`src/rtl/stodc_pkg.sv`:
```
// ----------------------------------------------------------------------------
// Settable time-of-day clock package
// Shared types and constants: item structs, mode and key codes, reset values.
// ----------------------------------------------------------------------------
package stodc_pkg;

  // Clock modes, in the order that key A steps through them.
  typedef enum logic [1:0] {
    MODE_RUN  = 2'd0,
    MODE_MIN  = 2'd1,
    MODE_HOUR = 2'd2
  } mode_e;

  // Key codes as delivered by the edge-detected key input.
  typedef enum logic [1:0] {
    KEY_NONE  = 2'd0,
    KEY_A     = 2'd1,
    KEY_B     = 2'd2,
    KEY_OTHER = 2'd3
  } key_e;

  // Configuration register indexes.
  typedef enum logic {
    CFG_TICKS_PER_SECOND = 1'b0,
    CFG_BLINK_TICK       = 1'b1
  } cfg_index_e;

  localparam logic [7:0] ResetTicksPerSecond = 8'd125;
  localparam logic [7:0] ResetBlinkTick      = 8'd62;
  localparam logic [3:0] BlankDigit          = 4'd10;

  // Reset time 08:56:00, held as decimal digits.
  localparam logic [1:0] ResetHourTens  = 2'd0;
  localparam logic [3:0] ResetHourUnits = 4'd8;
  localparam logic [2:0] ResetMinTens   = 3'd5;
  localparam logic [3:0] ResetMinUnits  = 4'd6;

  // One input transfer.
  typedef struct packed {
    logic       tick;
    logic [1:0] key_press;
  } in_item_t;

  // One result transfer.
  typedef struct packed {
    logic [3:0] hours_tens;
    logic [3:0] hours_units;
    logic [2:0] minutes_tens;
    logic [3:0] minutes_units;
    logic [2:0] seconds_tens;
    logic [3:0] seconds_units;
    logic       colon_visible;
    logic [1:0] clock_mode;
  } out_item_t;

endpackage

```
`src/rtl/settable_time_of_day_clock.sv`:
```
// ----------------------------------------------------------------------------
// Settable time-of-day clock
// Hours, minutes and seconds with colon blink and a key-driven set mode.
// ----------------------------------------------------------------------------
// Each result is registered in the output register, or in the skid entry while the output stalls.
// Throughput: one input transfer per cycle while the skid entry is empty; the
// time, mode and key update is a single pass of logic on digit registers, and
// a two-entry output stage lets the input keep flowing while one result waits.
// Reset: asynchronous, active low; time 08:56:00 in run mode, colons shown,
// configuration back to 125 ticks per second and a blink point of 62.
module settable_time_of_day_clock (
  input  logic                clk_i,
  input  logic                rst_ni,
  input  logic                cfg_we_i,
  input  logic                cfg_index_i,
  input  logic [7:0]          cfg_data_i,
  input  logic                in_valid_i,
  output logic                in_stall_o,
  input  stodc_pkg::in_item_t  in_data_i,
  output logic                out_valid_o,
  input  logic                out_stall_i,
  output stodc_pkg::out_item_t out_data_o
);

  // Configuration registers.
  logic [7:0] tps_q, blink_q;

  // Clock state, time held as decimal digits.
  stodc_pkg::mode_e mode_q, mode_d;
  stodc_pkg::key_e  pend_q, pend_d;
  logic [7:0] tick_q, tick_d;
  logic [2:0] sec_t_q, sec_t_d;
  logic [3:0] sec_u_q, sec_u_d;
  logic [2:0] min_t_q, min_t_d;
  logic [3:0] min_u_q, min_u_d;
  logic [1:0] hr_t_q, hr_t_d;
  logic [3:0] hr_u_q, hr_u_d;
  logic       colon_q, colon_d;

  // Output stage with skid entry.
  logic                 out_valid_q, skid_valid_q;
  stodc_pkg::out_item_t out_q, skid_q, res_d;
  logic                 in_fire, out_fire;

  assign in_fire  = in_valid_i && !skid_valid_q;
  assign out_fire = out_valid_q && !out_stall_i;

  // Configuration writes.
  always_ff @(posedge clk_i or negedge rst_ni) begin
    if (!rst_ni) begin
      tps_q   <= stodc_pkg::ResetTicksPerSecond;
      blink_q <= stodc_pkg::ResetBlinkTick;
    end else if (cfg_we_i) begin
      unique case (stodc_pkg::cfg_index_e'(cfg_index_i))
        stodc_pkg::CFG_TICKS_PER_SECOND: tps_q   <= cfg_data_i;
        stodc_pkg::CFG_BLINK_TICK:       blink_q <= cfg_data_i;
        default:                         tps_q   <= tps_q;
      endcase
    end
  end

  // Next state for one main-loop pass.
  always_comb begin
    logic [7:0] tick_inc;
    logic       sec_max, min_max, hr_max;
    mode_d  = mode_q;
    pend_d  = pend_q;
    tick_d  = tick_q;
    sec_t_d = sec_t_q;
    sec_u_d = sec_u_q;
    min_t_d = min_t_q;
    min_u_d = min_u_q;
    hr_t_d  = hr_t_q;
    hr_u_d  = hr_u_q;
    colon_d = colon_q;
    tick_inc = tick_q + 8'd1;
    sec_max  = (sec_t_q == 3'd5) && (sec_u_q == 4'd9);
    min_max  = (min_t_q == 3'd5) && (min_u_q == 4'd9);
    hr_max   = (hr_t_q == 2'd2) && (hr_u_q == 4'd3);

    // A new key replaces the pending one.
    if (stodc_pkg::key_e'(in_data_i.key_press) != stodc_pkg::KEY_NONE) begin
      pend_d = stodc_pkg::key_e'(in_data_i.key_press);
    end

    unique case (mode_q)
      stodc_pkg::MODE_MIN: begin
        sec_t_d = 3'd0;
        sec_u_d = 4'd0;
        if (pend_d == stodc_pkg::KEY_B) begin
          pend_d = stodc_pkg::KEY_NONE;
          if (min_max) begin
            min_t_d = 3'd0;
            min_u_d = 4'd0;
          end else if (min_u_q == 4'd9) begin
            min_u_d = 4'd0;
            min_t_d = min_t_q + 3'd1;
          end else begin
            min_u_d = min_u_q + 4'd1;
          end
        end else if (pend_d == stodc_pkg::KEY_A) begin
          pend_d = stodc_pkg::KEY_NONE;
          mode_d = stodc_pkg::MODE_HOUR;
        end
      end
      stodc_pkg::MODE_HOUR: begin
        if (pend_d == stodc_pkg::KEY_B) begin
          pend_d = stodc_pkg::KEY_NONE;
          if (hr_max) begin
            hr_t_d = 2'd0;
            hr_u_d = 4'd0;
          end else if (hr_u_q == 4'd9) begin
            hr_u_d = 4'd0;
            hr_t_d = hr_t_q + 2'd1;
          end else begin
            hr_u_d = hr_u_q + 4'd1;
          end
        end else if (pend_d == stodc_pkg::KEY_A) begin
          pend_d = stodc_pkg::KEY_NONE;
          mode_d = stodc_pkg::MODE_RUN;
        end
      end
      default: begin
        // Run mode; the unused code behaves the same.
        mode_d = stodc_pkg::MODE_RUN;
        if (in_data_i.tick) begin
          tick_d = tick_inc;
          if (tick_inc == blink_q) begin
            colon_d = 1'b0;
          end
          if (tick_inc == tps_q) begin
            tick_d  = 8'd0;
            colon_d = 1'b1;
            if (sec_max) begin
              sec_t_d = 3'd0;
              sec_u_d = 4'd0;
              if (min_max) begin
                min_t_d = 3'd0;
                min_u_d = 4'd0;
                if (hr_max) begin
                  hr_t_d = 2'd0;
                  hr_u_d = 4'd0;
                end else if (hr_u_q == 4'd9) begin
                  hr_u_d = 4'd0;
                  hr_t_d = hr_t_q + 2'd1;
                end else begin
                  hr_u_d = hr_u_q + 4'd1;
                end
              end else if (min_u_q == 4'd9) begin
                min_u_d = 4'd0;
                min_t_d = min_t_q + 3'd1;
              end else begin
                min_u_d = min_u_q + 4'd1;
              end
            end else if (sec_u_q == 4'd9) begin
              sec_u_d = 4'd0;
              sec_t_d = sec_t_q + 3'd1;
            end else begin
              sec_u_d = sec_u_q + 4'd1;
            end
          end
        end
        if (pend_d == stodc_pkg::KEY_A) begin
          pend_d  = stodc_pkg::KEY_NONE;
          mode_d  = stodc_pkg::MODE_MIN;
          sec_t_d = 3'd0;
          sec_u_d = 4'd0;
        end
      end
    endcase

    // The colons stay lit while a field is being set.
    if (mode_d != stodc_pkg::MODE_RUN) begin
      colon_d = 1'b1;
    end
  end

  // Result taken from the updated state; a leading zero hour is blanked.
  always_comb begin
    res_d.hours_tens    = (hr_t_d == 2'd0) ? stodc_pkg::BlankDigit : {2'b00, hr_t_d};
    res_d.hours_units   = hr_u_d;
    res_d.minutes_tens  = min_t_d;
    res_d.minutes_units = min_u_d;
    res_d.seconds_tens  = sec_t_d;
    res_d.seconds_units = sec_u_d;
    res_d.colon_visible = colon_d;
    res_d.clock_mode    = mode_d;
  end

  // State registers advance on each input transfer.
  always_ff @(posedge clk_i or negedge rst_ni) begin
    if (!rst_ni) begin
      mode_q  <= stodc_pkg::MODE_RUN;
      pend_q  <= stodc_pkg::KEY_NONE;
      tick_q  <= 8'd0;
      sec_t_q <= 3'd0;
      sec_u_q <= 4'd0;
      min_t_q <= stodc_pkg::ResetMinTens;
      min_u_q <= stodc_pkg::ResetMinUnits;
      hr_t_q  <= stodc_pkg::ResetHourTens;
      hr_u_q  <= stodc_pkg::ResetHourUnits;
      colon_q <= 1'b1;
    end else if (in_fire) begin
      mode_q  <= mode_d;
      pend_q  <= pend_d;
      tick_q  <= tick_d;
      sec_t_q <= sec_t_d;
      sec_u_q <= sec_u_d;
      min_t_q <= min_t_d;
      min_u_q <= min_u_d;
      hr_t_q  <= hr_t_d;
      hr_u_q  <= hr_u_d;
      colon_q <= colon_d;
    end
  end

  // Output register and skid entry control.
  always_ff @(posedge clk_i or negedge rst_ni) begin
    if (!rst_ni) begin
      out_valid_q  <= 1'b0;
      skid_valid_q <= 1'b0;
    end else if (skid_valid_q) begin
      if (out_fire) begin
        skid_valid_q <= 1'b0;
      end
    end else if (in_fire) begin
      if (out_valid_q && !out_fire) begin
        skid_valid_q <= 1'b1;
      end else begin
        out_valid_q <= 1'b1;
      end
    end else if (out_fire) begin
      out_valid_q <= 1'b0;
    end
  end

  // Output and skid payload.
  always_ff @(posedge clk_i) begin
    if (skid_valid_q) begin
      if (out_fire) begin
        out_q <= skid_q;
      end
    end else if (in_fire) begin
      if (out_valid_q && !out_fire) begin
        skid_q <= res_d;
      end else begin
        out_q <= res_d;
      end
    end
  end

  assign in_stall_o  = skid_valid_q;
  assign out_valid_o = out_valid_q;
  assign out_data_o  = out_q;

endmodule

```
`config.mk`:
```
export PLATFORM = sky130hd
export DESIGN_NAME = settable_time_of_day_clock
export DESIGN_NICKNAME = d
export VERILOG_FILES = /design/src/rtl/stodc_pkg.sv /design/src/rtl/settable_time_of_day_clock.sv
export SDC_FILE = /design/constraint.sdc
export NUM_CORES = 1
export LEC_CHECK = 0
export ABC_AREA = 1
export BUFFER_PORTS_ARGS = -buffer_cell sky130_fd_sc_hd__buf_2
export CORE_MARGIN = 2
export CORE_UTILIZATION = 30
export CTS_CLUSTER_SIZE = 30
export DETAILED_ROUTE_END_ITERATION = 6
export GPL_TIMING_DRIVEN = 1
export PLACE_DENSITY_LB_ADDON = 0.05
export SLEW_MARGIN = 20
export SYNTH_ARGS = -nofsm -noshare
export SYNTH_HDL_FRONTEND = slang
export SYNTH_SLANG_ARGS = --single-unit
```
`constraint.sdc`:
```
create_clock -name clk_i -period 4.3 [get_ports clk_i]
set_input_delay 0.43 -clock clk_i [delete_from_list [all_inputs] [get_ports clk_i]]
set_output_delay 0.43 -clock clk_i [all_outputs]
set_load 0.03 [all_outputs]
```
==> results of run 1 <==
-- critical path, cell delays in order, from the launching register on --
cell	delay, ps
dfrtp_1	370
inv_1	70
ha_1	930
inv_1	250
nor2_1	330
inv_1	150
o21ai_0	170
inv_1	110
nor3_1	270
a31oi_1	120
-- per-layer routing --
metal	vias up	track usage	wire, um
met4	0	0.06000	274
met5	-	0	0
met3	16	0.01957	387
li1	2358	-	-
met1	2111	0.2029	7052
met2	64	0.2394	6464
-- worst max-delay path by stage --
stage	end	slack (ps)
floorplan	out_data_o[0]	1480
global placement	out_data_o[2]	1350
detailed placement	out_data_o[2]	1270
CTS	out_data_o[2]	1260
global route	out_data_o[2]	930
finish	out_data_o[2]	1280
-- registers in the layout (all words and copies together) (netlist names) --
signal and flops:
blink_q 8, colon_q 1, hr_t_q 2, hr_u_q 4, in_stall_o 1, min_t_q 3
min_u_q 4, mode_q 2, out_data_o 24, out_valid_o 1, pend_q 2, sec_t_q 3
sec_u_q 4, skid_q 24, tick_q 8, tps_q 8
-- cells in the final DEF (no fill, tap or decap), drive strengths merged, types with 2 or more instances in the layout --
master,synthesis,layout
nand2,254,254
inv,93,93
nand3,55,55
buf,8,49
edfxtp,48,48
o21ai,48,48
nor2,48,48
dfrtp,34,34
a21oi,20,20
dfstp,17,17
ha,14,14
clkbuf,8,11
nand4,8,8
o22ai,7,7
o211ai,6,6
a31oi,4,4
nor3,4,4
clkinv,2,4
nand3b,3,3
o221ai,3,3
a22oi,3,3
or2,2,2
a211oi,2,2
xnor2,2,2
clkinvlp,0,2
-- stage by stage --
step	hold slack [ps]	std cells	power [mW]	setup WS [ps]
floorplan	134.4	699	2.581	1480
global placement	406.5	966	3.024	1345
detailed placement	412.3	966	3.035	1272
CTS	26.22	982	3.883	1260
global route	52.38	982	4.109	927.9
finish	9.388	982	3.814	1278
-- cell families (layout without fill, tap and decap cells) --
kind of cell             after synthesis  count (layout)  share of synthesized area
flip-flops                            99              99                     0.4826
AO/OA/AOI/OAI                         97              97                    0.09987
adder cells (fa/ha/maj)               14              14                    0.03086
buffers and inverters                111             160                    0.07672
XOR/XNOR                               3               3                   0.004630
other                                  1               1                  0.0006607
AND/OR/NAND/NOR                      374             374                     0.3047
-- layout make-up --
class                      count  area [um2]  area share
tap                          234       292.8     0.04532
timing repair buffer          49       262.8     0.04067
multi-input combinational    489        2507      0.3881
clock inverter                 5       53.80    0.008328
inverter                      95       361.6     0.05598
clock buffer                  11       242.7     0.03758
sequential                    99        2739      0.4240
-- power by group through the flow --
| stage | registers [mW] | clock network [mW] | logic [mW] |
|---|---|---|---|
| detailed placement | 1.49 | 0 | 1.54 |
| CTS | 1.48 | 0.862 | 1.54 |
| global route | 1.50 | 0.896 | 1.71 |
| global placement | 1.49 | 0 | 1.53 |
| finish | 1.48 | 0.829 | 1.51 |
| floorplan | 1.67 | 0 | 0.914 |
==> summary.md, run 1 <==
| Metric | Value |
|---|---|
| GR Overflow Total | `0` |
| I/O pin cnt | `44` |
| Share of the synthesized area in the top cell type | `0.2540` |
| Routed Antenna Nets | `0` |
| CTS clk-pin slew, worst paths | `70 ps` |
| Minimum clock period | `3022 ps` |
| P_leak | `around 3.0 nW` |
| Syn Inst Count | `699` |
| Sw Ratio | `0.4221` |
| Num Clock Sinks | `99` |
| Bufs on Longest Clock Path | `2` |
| Drt pass-1 iters | `4` |
| Final setup fails | `0` |
| Post-CTS setup repair buffer count | `0` |
| Routed WL per cell | `14.44 um` |
| RSZ-0062 raised after global routing | `no` |
| Post-Syn Nets | `730` |
| Pwr/cell area | `590.4 nW/um2` |
| P_int | `2.204 mW` |
| Worst Tran Pin Value | `975.0 ps` |
| Fin. Hold Viols | `0` |
| Initial detailed-routing violation count | `~280` |
| Synthesized area per cell | `8.119 um2` |
| Post-synth EDFFs | `48` |
| Top_reg_cell synth | `edfxtp_1` |
| Final instance area | `6460 um2` |
| Final core occ | `0.3465` |
| Setup TNS | `0 ps` |
| Drc violations | `0` |
| H-tree level count | `3` |
| Hold-fix buffers, CTS | `0` |
| Ys async rst share | `0.5152` |
| Clock root cell | `clkbuf_16` |
| Part of the cycle the worst path needs | `0.7027` |
| Element type at the critical path end | `flip-flop` |
| ANT cells | `0` |
| Post-synthesis sequential area ratio | `0.4826` |
| Routed vias/inst | `around 4.6` |
| Crit Path Category | `reg2reg` |
| HP Class | `in2async` |
| Synth top cells by count | `nand2_1 (229), inv_1 (91), edfxtp_1 (48)` |
| Arrival time worst endpoint | `3110 ps` |
| Most numerous cell in the Yosys netlist | `nand2_1` |
| R2r setup slk | `approximately 1300 ps` |
| Area Overhead vs Synth | `13.82%` |
| Clock Skews | `9.222 ps` |
| Achievable Freq | `0.3309 GHz` |
| Max IR drop VDD | `0.2209 mV` |
| FF-to-FF path depth | `9` |
| Reg-to-Reg End | `out_data_o[2]` |
| Area post-placement | `approximately 6200 um2` |
| Core box area | `18640 um2` |
| CTS buffer count | `9` |
| Resize count post-CTS | `0` |
| Port bufs | `42` |
| Overall routed net length | `between 10000 and 15000 um` |
| Max Slew Vio Count | `0` |
| Relative slew margins | `0.3500` |
| Mapped Area | `5675 um2` |
| CP max FO | `22` |
| Status | `complete, no violations` |
| Worst Path Required | `4390 ps` |
| Seq pwr share | `0.387` |
| CTS tree | `built` |
| Rows | `50` |
| First-pass GRT wire length | `23260 um` |
| Final #Nets | `774` |
| Largest net degree at the start of global routing | `37` |
| Vias in the first global route | `roughly 4500` |
| Cell taking the most area after synthesis | `edfxtp_1` |
| Worst skew pair latency | `about 360 ps` |
| Clock Power Share | `0.217` |
| FILL cells | `1969` |
| Crit path launch | `mode_q[0]` |
| Top post-synthesis cells by area | `edfxtp_1 (25%), nand2_1 (15%), dfrtp_1 (15%)` |
| Die Width | `141.5 um` |
| Gpl congestion | `about 0.85` |
| Die height | `between 100 and 150 um` |
| Net switching power | `1.610 mW` |
| Combinational power share | `0.396` |
| FF-to-FF Start | `mode_q[0]` |
| Vias | `between 4000 and 5000` |
| Startpoint Class | `flip-flop` |
| Max-cap violations | `0` |
| Starting Density | `0.3044` |
| Synth warnings | `0` |
| Initial antenna violation count | `0` |
| Layout cells sized above 1 | `0.1845` |
| HPWL after DPL | `10450 um` |
| Seq cells post-synth | `99` |
| All-layer global routing usage | `0.1486` |
| Die area | `between 20000 and 25000 um2` |
| Post-synthesis cell type count | `44` |
No activity file was read; power rests on OpenSTA's default activity.
==> inputs of run 2 (changes only) <==
Clock period 4.3 ns to 2.9 ns, I/O delays scaled along.
==> run 2 against run 1 <==
  * Die area unchanged
  * Register-to-register slack worse by 1000 ps
  * Sequential power is 48% higher
  * Worst setup slack got worse by 1000 ps
  * Core utilization up 0.64 points
  * Cell area increased by 1.8%
==> summary.md, run 2 (synthesis results as in run 1) <==
| Metric | Value |
|---|---|
| Hold wc startpoint | `cfg_data_i[3]` |
| Pwr/cell area | `880.4 nW/um2 (+49%)` |
| Startpoint Class | `flip-flop` |
| Routed WL per cell | `14.82 um (+2.7%)` |
| Initial antenna violation count | `0 (unchanged)` |
| Final core occ | `0.3529 (+0.006376)` |
| Bufs on Longest Clock Path | `2 (unchanged)` |
| Sw Ratio | `0.4192 (-0.002972)` |
| Setup WS post-layout | `272.3 ps (-1006 ps)` |
| Crit Path Category | `reg2reg` |
| Initial detailed-routing violation count | `255 (-7.3%)` |
| Largest net degree at the start of global routing | `29 (-22%)` |
| CTS tree | `built` |
| All-layer global routing usage | `0.1550 (+0.006428)` |
| Length of routed met3 wiring | `498 um (+29%)` |
| Clock root cell | `clkbuf_16` |
| Rows | `50 (unchanged)` |
| Worst Path Required | `3010 ps (-1380 ps)` |
| HP Class | `in2reg` |
| GR Overflow Total | `0 (unchanged)` |
| Fin. Hold Viols | `0 (unchanged)` |
| Reg-to-Reg End | `out_data_o[5]` |
| FF-to-FF Start | `tick_q[0]` |
| Final setup fails | `0 (unchanged)` |
| P_leak | `3.106 nW (+2.4%)` |
| Core box area | `18640 um2 (unchanged)` |
| Routed Antenna Nets | `0 (unchanged)` |
| Most common cell after layout, fill and taps aside | `nand2_1` |
| Setup TNS | `0 ps (unchanged)` |
| Vias | `4653 (+2.3%)` |
| Met2 routed WL | `6769 um (+4.7%)` |
| DR top layer | `met4` |
| Max-cap violations | `0 (unchanged)` |
| Net switching power | `2.428 mW (+51%)` |
| CP max stage delay | `470 ps (-460 ps)` |
| Slowest stage cell, crit path | `dfrtp_2` |
| First-pass GRT wire length | `24240 um (+4.2%)` |
| R2r setup slk | `270 ps (-1010 ps)` |
| Status | `complete, no violations` |
| Post-CTS setup repair buffer count | `0 (unchanged)` |
| Met1 wire length | `7243 um (+2.7%)` |
| Area Overhead vs Synth | `15.92%` |
| RSZ-0062 raised after global routing | `no` |
| Area post-placement | `6251 um2 (+1.4%)` |
| Relative slew margins | `0.5869 (+0.2369)` |
| Worst skew pair latency | `350 ps (about the same)` |
| Achievable Freq | `0.3806 GHz (+15%)` |
| HPWL after DPL | `10720 um (+2.6%)` |
| Cell family with most CP delay | `simple AND/OR/NAND/NOR gates` |
| Final instance area | `6579 um2 (+1.8%)` |
| Vias in the first global route | `4549 (+2.0%)` |
| P_int | `3.364 mW (+53%)` |
| Max Slew Vio Count | `0 (unchanged)` |
| FF-to-FF path depth | `18 (+9)` |
| CTS clk-pin slew, worst paths | `70 ps (about the same)` |
| I/O pin cnt | `44 (unchanged)` |
| Setup slack at placement | `176.2 ps (-1096 ps)` |
| Final #Nets | `785 (+1.4%)` |
| Worst Tran Pin Value | `619.6 ps (-355.4 ps)` |
| Combinational power share | `0.401 (+0.005)` |
| Die Width | `141.5 um (unchanged)` |
| Crit path launch | `tick_q[0]` |
| Clock Power Share | `0.221 (+0.004)` |
| Overall routed net length | `14720 um (+3.8%)` |
| Drt pass-1 iters | `5 (+1)` |
| Overall power | `5.792 mW (+52%)` |
| H-tree level count | `3 (unchanged)` |
| Drc violations | `0 (unchanged)` |
| Arrival time worst endpoint | `2740 ps (-370 ps)` |
| Element type at the critical path end | `flip-flop` |
| Crit-path cells | `ha_1, inv_1, nand2_1, nand2_1, nor2_1, nand3_1, nor2_2, nand2_1, nor2_4, nand2_4, nor2_8, nand2_2, nand2_2, inv_2, nand2_1, nand2_1, nand2_1, nand2_1` |
| Hold path depth | `3` |
| Minimum clock period | `2628 ps (-394.0 ps)` |
| CTS buffer count | `9 (unchanged)` |
| CP max FO | `9 (-59%)` |
| Starting Density | `0.3044 (unchanged)` |
| ANT cells | `0 (unchanged)` |
| Die height | `141.5 um (unchanged)` |
| Most frequent cells in the layout | `nand2_1 (229), inv_1 (91), edfxtp_1 (48)` |
| Buf/Inv on CP | `2 (-2)` |
| Gpl congestion | `0.9080 (+6.9%)` |
| Hold Path End | `blink_q[3]` |
| Port bufs | `42 (unchanged)` |
| Routed vias/inst | `4.686 (+1.2%)` |
| Num Clock Sinks | `99 (unchanged)` |
| Most frequent CP cell | `nand2_1` |
| Part of the cycle the worst path needs | `0.9061 (+0.2034)` |
| Clock Skews | `6.596 ps (-2.626 ps)` |
| Seq pwr share | `0.377 (-0.010)` |
| Layout cells sized above 1 | `0.1976 (+0.01314)` |
| Max IR drop VDD | `0.2729 mV (+24%)` |
| Die area | `20040 um2 (unchanged)` |
[run 2: cell types whose count changed in the layout (fill, tap and decap cells not counted), sizes merged]
cell         previous run  this run
buf                    49        59
clkbuf                 11        13
clkinv                  4         2
clkinvlp                2         0
inv                    93        95
dlygate4sd3             0         1
[run 2: per-layer routing]
layer | global-route usage | vias to the layer above
li1 | - | 2382
met1 | 0.2138 | 2177
met2 | 0.2471 | 79
met3 | 0.02970 | 15
met4 | 0.04842 | 0
met5 | 0 | -
[run 2: worst max path at each step]
stage / to / slack [ps] / cells past startpoint
6_report: out_data_o[5] / 270 / 18
3_3_place_gp: out_data_o[5] / 210 / 18
5_1_grt: out_data_o[4] / 40 / 18
2_1_floorplan: out_data_o[0] / 80 / 6
4_1_cts: out_data_o[5] / 160 / 18
3_5_place_dp: out_data_o[5] / 180 / 18
[run 2: layout make-up]
class,instances,area (um2)
clock buffer,13,271.5
timing repair buffer,60,360.3
fill,1975,12060
inverter,95,361.6
multi-input combinational,489,2510
clock inverter,3,42.54
tap,234,292.8
sequential,99,2740
[run 2: power groups by stage]
| stage | combinational, mW | sequential (mW) | clock [mW] |
|---|---|---|---|
| global route | 2.61 | 2.23 | 1.40 |
| detailed placement | 2.34 | 2.21 | 0 |
| finish | 2.32 | 2.19 | 1.28 |
| floorplan | 1.36 | 2.47 | 0 |
| global placement | 2.34 | 2.21 | 0 |
| CTS | 2.35 | 2.19 | 1.33 |
[run 2: timing repair]
action,CTS,global route
setup endpoints to repair,0,10
gates resized for setup,0,2
endpoints found under the hold margin,16,0
hold buffers,1,0
[run 2: worst min-delay path, stage by stage]
cell	delay (ps)
buf_2	90
inv_1	50
o21ai_0	80
[run 2: stage by stage]
| stage | instances | hold slack [ps] |
|---|---|---|
| floorplan | 699 | -5.591 |
| global placement | 976 | 326.1 |
| detailed placement | 976 | 341.4 |
| CTS | 993 | 152.8 |
| global route | 993 | 168.6 |
| finish | 993 | 167.5 |
==> inputs of run 3 (changes only) <==
Settings changed: CORE_ASPECT_RATIO set to 0.5, CORE_UTILIZATION 30 to 50.
==> run 3 against run 2 <==
  * Non-clock buffer count fell by 2
  * Die area fell by 39%
  * Clock power fell by 16%
  * Cell count fell by 9.3%
  * Sequential power barely moved
  * Routed wire length fell by 13%
  * Register-to-register slack improved by 20 ps
  * First-iteration DRC count rose by 9.0%
  * Power fell by 4.6%
  * Via count fell by 0.69%
  * Critical path depth did not move
  * Critical path type unchanged
  * Largest power group unchanged
==> summary.md, run 3 (synthesis results as in run 1) <==
| Metric | Value |
|---|---|
| Met2 Track Usage GR | `0.3701 (+0.1230)` |
| Part of the cycle the worst path needs | `0.9001 (-0.005961)` |
| Core box area | `11010 um2 (-41%)` |
| Seq pwr share | `0.397 (+0.020)` |
| Worst Tran Pin Value | `562.1 ps (-57.51 ps)` |
| Setup TNS | `0 ps (unchanged)` |
| RSZ-0062 raised after global routing | `no` |
| ANT cells | `0 (unchanged)` |
| Gpl congestion | `0.9316 (+2.6%)` |
| GR Overflow Total | `0 (unchanged)` |
| Die height | `79.34 um (-44%)` |
| Num Clock Sinks | `99 (unchanged)` |
| CP max stage delay | `480 ps (about the same)` |
| Routed WL per cell | `14.16 um (-4.5%)` |
| Fin. Hold Viols | `0 (unchanged)` |
| Port bufs | `42 (unchanged)` |
| Die area | `12270 um2 (-39%)` |
| Layout cells sized above 1 | `0.1931 (-0.004507)` |
| Buf/Inv on CP | `2 (unchanged)` |
| Vias | `4621 (-0.69%)` |
| Area post-placement | `6137 um2 (-1.8%)` |
| Sw Ratio | `0.4230 (+0.003828)` |
| Final instance area | `6409 um2 (-2.6%)` |
| Max-cap violations | `0 (unchanged)` |
| Fin cells | `901 (-9.3%)` |
| Most common cell after layout, fill and taps aside | `nand2_1` |
| Worst Path Required | `3000 ps (about the same)` |
| Worst skew pair latency | `340 ps (about the same)` |
| Slowest stage cell, crit path | `dfrtp_1` |
| First-pass GRT wire length | `21930 um (-9.5%)` |
| CTS clk-pin slew, worst paths | `70 ps (about the same)` |
| FF-to-FF Start | `tick_q[0]` |
| Starting Density | `0.5153 (+0.2109)` |
| CP max FO | `9 (unchanged)` |
| Startpoint Class | `flip-flop` |
| Crit-path cells | `ha_1, inv_1, nand2_1, nand2_1, nor2_1, nand3_1, nor2_2, nand2_1, nor2_4, nand2_4, nor2_8, nand2_2, nand2_2, inv_2, nand2_1, nand2_1, nand2_1, nand2_1` |
| Achievable Freq | `0.3831 GHz (+0.66%)` |
| HP Class | `in2reg` |
| Status | `complete, no violations` |
| Initial detailed-routing violation count | `278 (+9.0%)` |
| CTS buffer count | `9 (unchanged)` |
| Hold path depth | `3 (unchanged)` |
| Pwr/cell area | `862.6 nW/um2 (-2.0%)` |
| Area Overhead vs Synth | `12.92%` |
| P_leak | `3.073 nW (-1.0%)` |
| Net switching power | `2.339 mW (-3.7%)` |
| Crit Path Category | `reg2reg` |
| FILL cells | `1046 (-47%)` |
| Met3 GRT Util | `0.04749 (+0.01779)` |
| Hold Path End | `blink_q[5]` |
| Hold wc startpoint | `cfg_data_i[5]` |
| Cell family with most CP delay | `simple AND/OR/NAND/NOR gates` |
| Combinational power share | `0.408 (+0.007)` |
| Max IR drop VDD | `0.3218 mV (+18%)` |
| Clock root cell | `clkbuf_16` |
| Initial antenna violation count | `0 (unchanged)` |
| HPWL after DPL | `9224 um (-14%)` |
| R2r setup slk | `290 ps (+20 ps)` |
| Minimum clock period | `2610 ps (-17.29 ps)` |
| Drt pass-1 iters | `4 (-1)` |
| Clock Skews | `6.494 ps (-0.1024 ps)` |
| Bufs on Longest Clock Path | `2 (unchanged)` |
| Arrival time worst endpoint | `2710 ps (-30 ps)` |
| P_int | `3.190 mW (-5.2%)` |
| FF-to-FF path depth | `18 (unchanged)` |
| Element type at the critical path end | `flip-flop` |
| Relative slew margins | `0.6253 (+0.03834)` |
| Max Slew Vio Count | `0 (unchanged)` |
| WHS | `172.7 ps (+5.198 ps)` |
| CTS tree | `built` |
| Critical path depth in cells | `18 (unchanged)` |
| Most frequent CP cell | `nand2_1` |
| Largest net degree at the start of global routing | `52 (+79%)` |
| Post-CTS setup repair buffer count | `0 (unchanged)` |
| Final #Nets | `783 (-0.25%)` |
| Global route hottest layer | `met2` |
| Drc violations | `0 (unchanged)` |
| Routed Antenna Nets | `0 (unchanged)` |
| Routed vias/inst | `5.129 (+9.5%)` |
| Most frequent cells in the layout | `nand2_1 (229), inv_1 (91), edfxtp_1 (48)` |
| Rows | `27 (-46%)` |
| Number of placed cells counting well taps | `885 (-9.3%)` |
| Final setup fails | `0 (unchanged)` |
| Met1 usage | `0.3120 (+0.09826)` |
| Overall routed net length | `12760 um (-13%)` |
| H-tree level count | `3 (unchanged)` |
| Clock Power Share | `0.196 (-0.025)` |
| Reg-to-Reg End | `out_data_o[5]` |
| Vias in the first global route | `4472 (-1.7%)` |
| Die Width | `154.7 um (+9.3%)` |
| I/O pin cnt | `44 (unchanged)` |
| All-layer global routing usage | `0.2269 (+0.07190)` |
==> run 3: layout make-up <==
cell class,count,area (um2),area share
clock buffers,10,229.0,0.03573
multi-input cells,489,2510,0.3916
well taps,145,181.4,0.02831
repair buffers,58,357.8,0.05584
flip-flops and latches,99,2739,0.4274
inverters,95,361.6,0.05642
clock inverters,5,30.03,0.004686
==> run 3: power by group through the flow <==
| stage | Combinational, mW | Clock [mW] | Sequential, mW |
|---|---|---|---|
| floorplan | 1.36 | 0 | 2.47 |
| global placement | 2.25 | 0 | 2.21 |
| detailed placement | 2.27 | 0 | 2.22 |
| CTS | 2.28 | 1.11 | 2.19 |
| global route | 2.54 | 1.16 | 2.24 |
| finish | 2.25 | 1.08 | 2.19 |
==> run 3: worst max-delay path by stage <==
stage,from,to,slack (ps)
floorplan,in_stall_o,out_data_o[0],80
global placement,tick_q[0],out_data_o[9],260
detailed placement,tick_q[0],out_data_o[4],230
CTS,tick_q[0],out_data_o[4],210
global route,tick_q[0],out_data_o[5],60
finish,tick_q[0],out_data_o[5],290
==> run 3: layer usage <==
metal	vias up	part of all wire
met1	2134	0.49
met5	-	0
li1	2378	-
met4	0	0.012
met2	95	0.45
met3	14	0.046
==> run 3: metrics by stage <==
stage / total power, mW / setup slack (ps) / utilization
floorplan: 3.827 / 79.56 / -
global placement: 4.465 / 261.7 / 0.5573
detailed placement: 4.489 / 233.9 / 0.5573
CTS: 5.585 / 205.6 / 0.5817
global route: 5.931 / 64.39 / 0.5819
finish: 5.528 / 289.6 / 0.5819
==> run 3: what timing repair did <==
| item | CTS | global route |
|---|---|---|
| hold endpoints to repair | 34 | 0 |
| setup endpoints to repair | 0 | 3 |
| hold buffers | 1 | 0 |
| resized for setup | 0 | 1 |
==> run 3: worst reg2reg max path, cell delays in order (launching register included) <==
cell and delay, ps:
dfrtp_1 480, ha_1 350, inv_1 80, nand2_1 60, nand2_1 40, nor2_1 120
nand3_1 100, nor2_2 150, nand2_1 110, nor2_4 120, nand2_4 90, nor2_8 140
nand2_2 110, nand2_2 110, inv_2 40, nand2_1 60, nand2_1 90, nand2_1 70
nand2_1 40
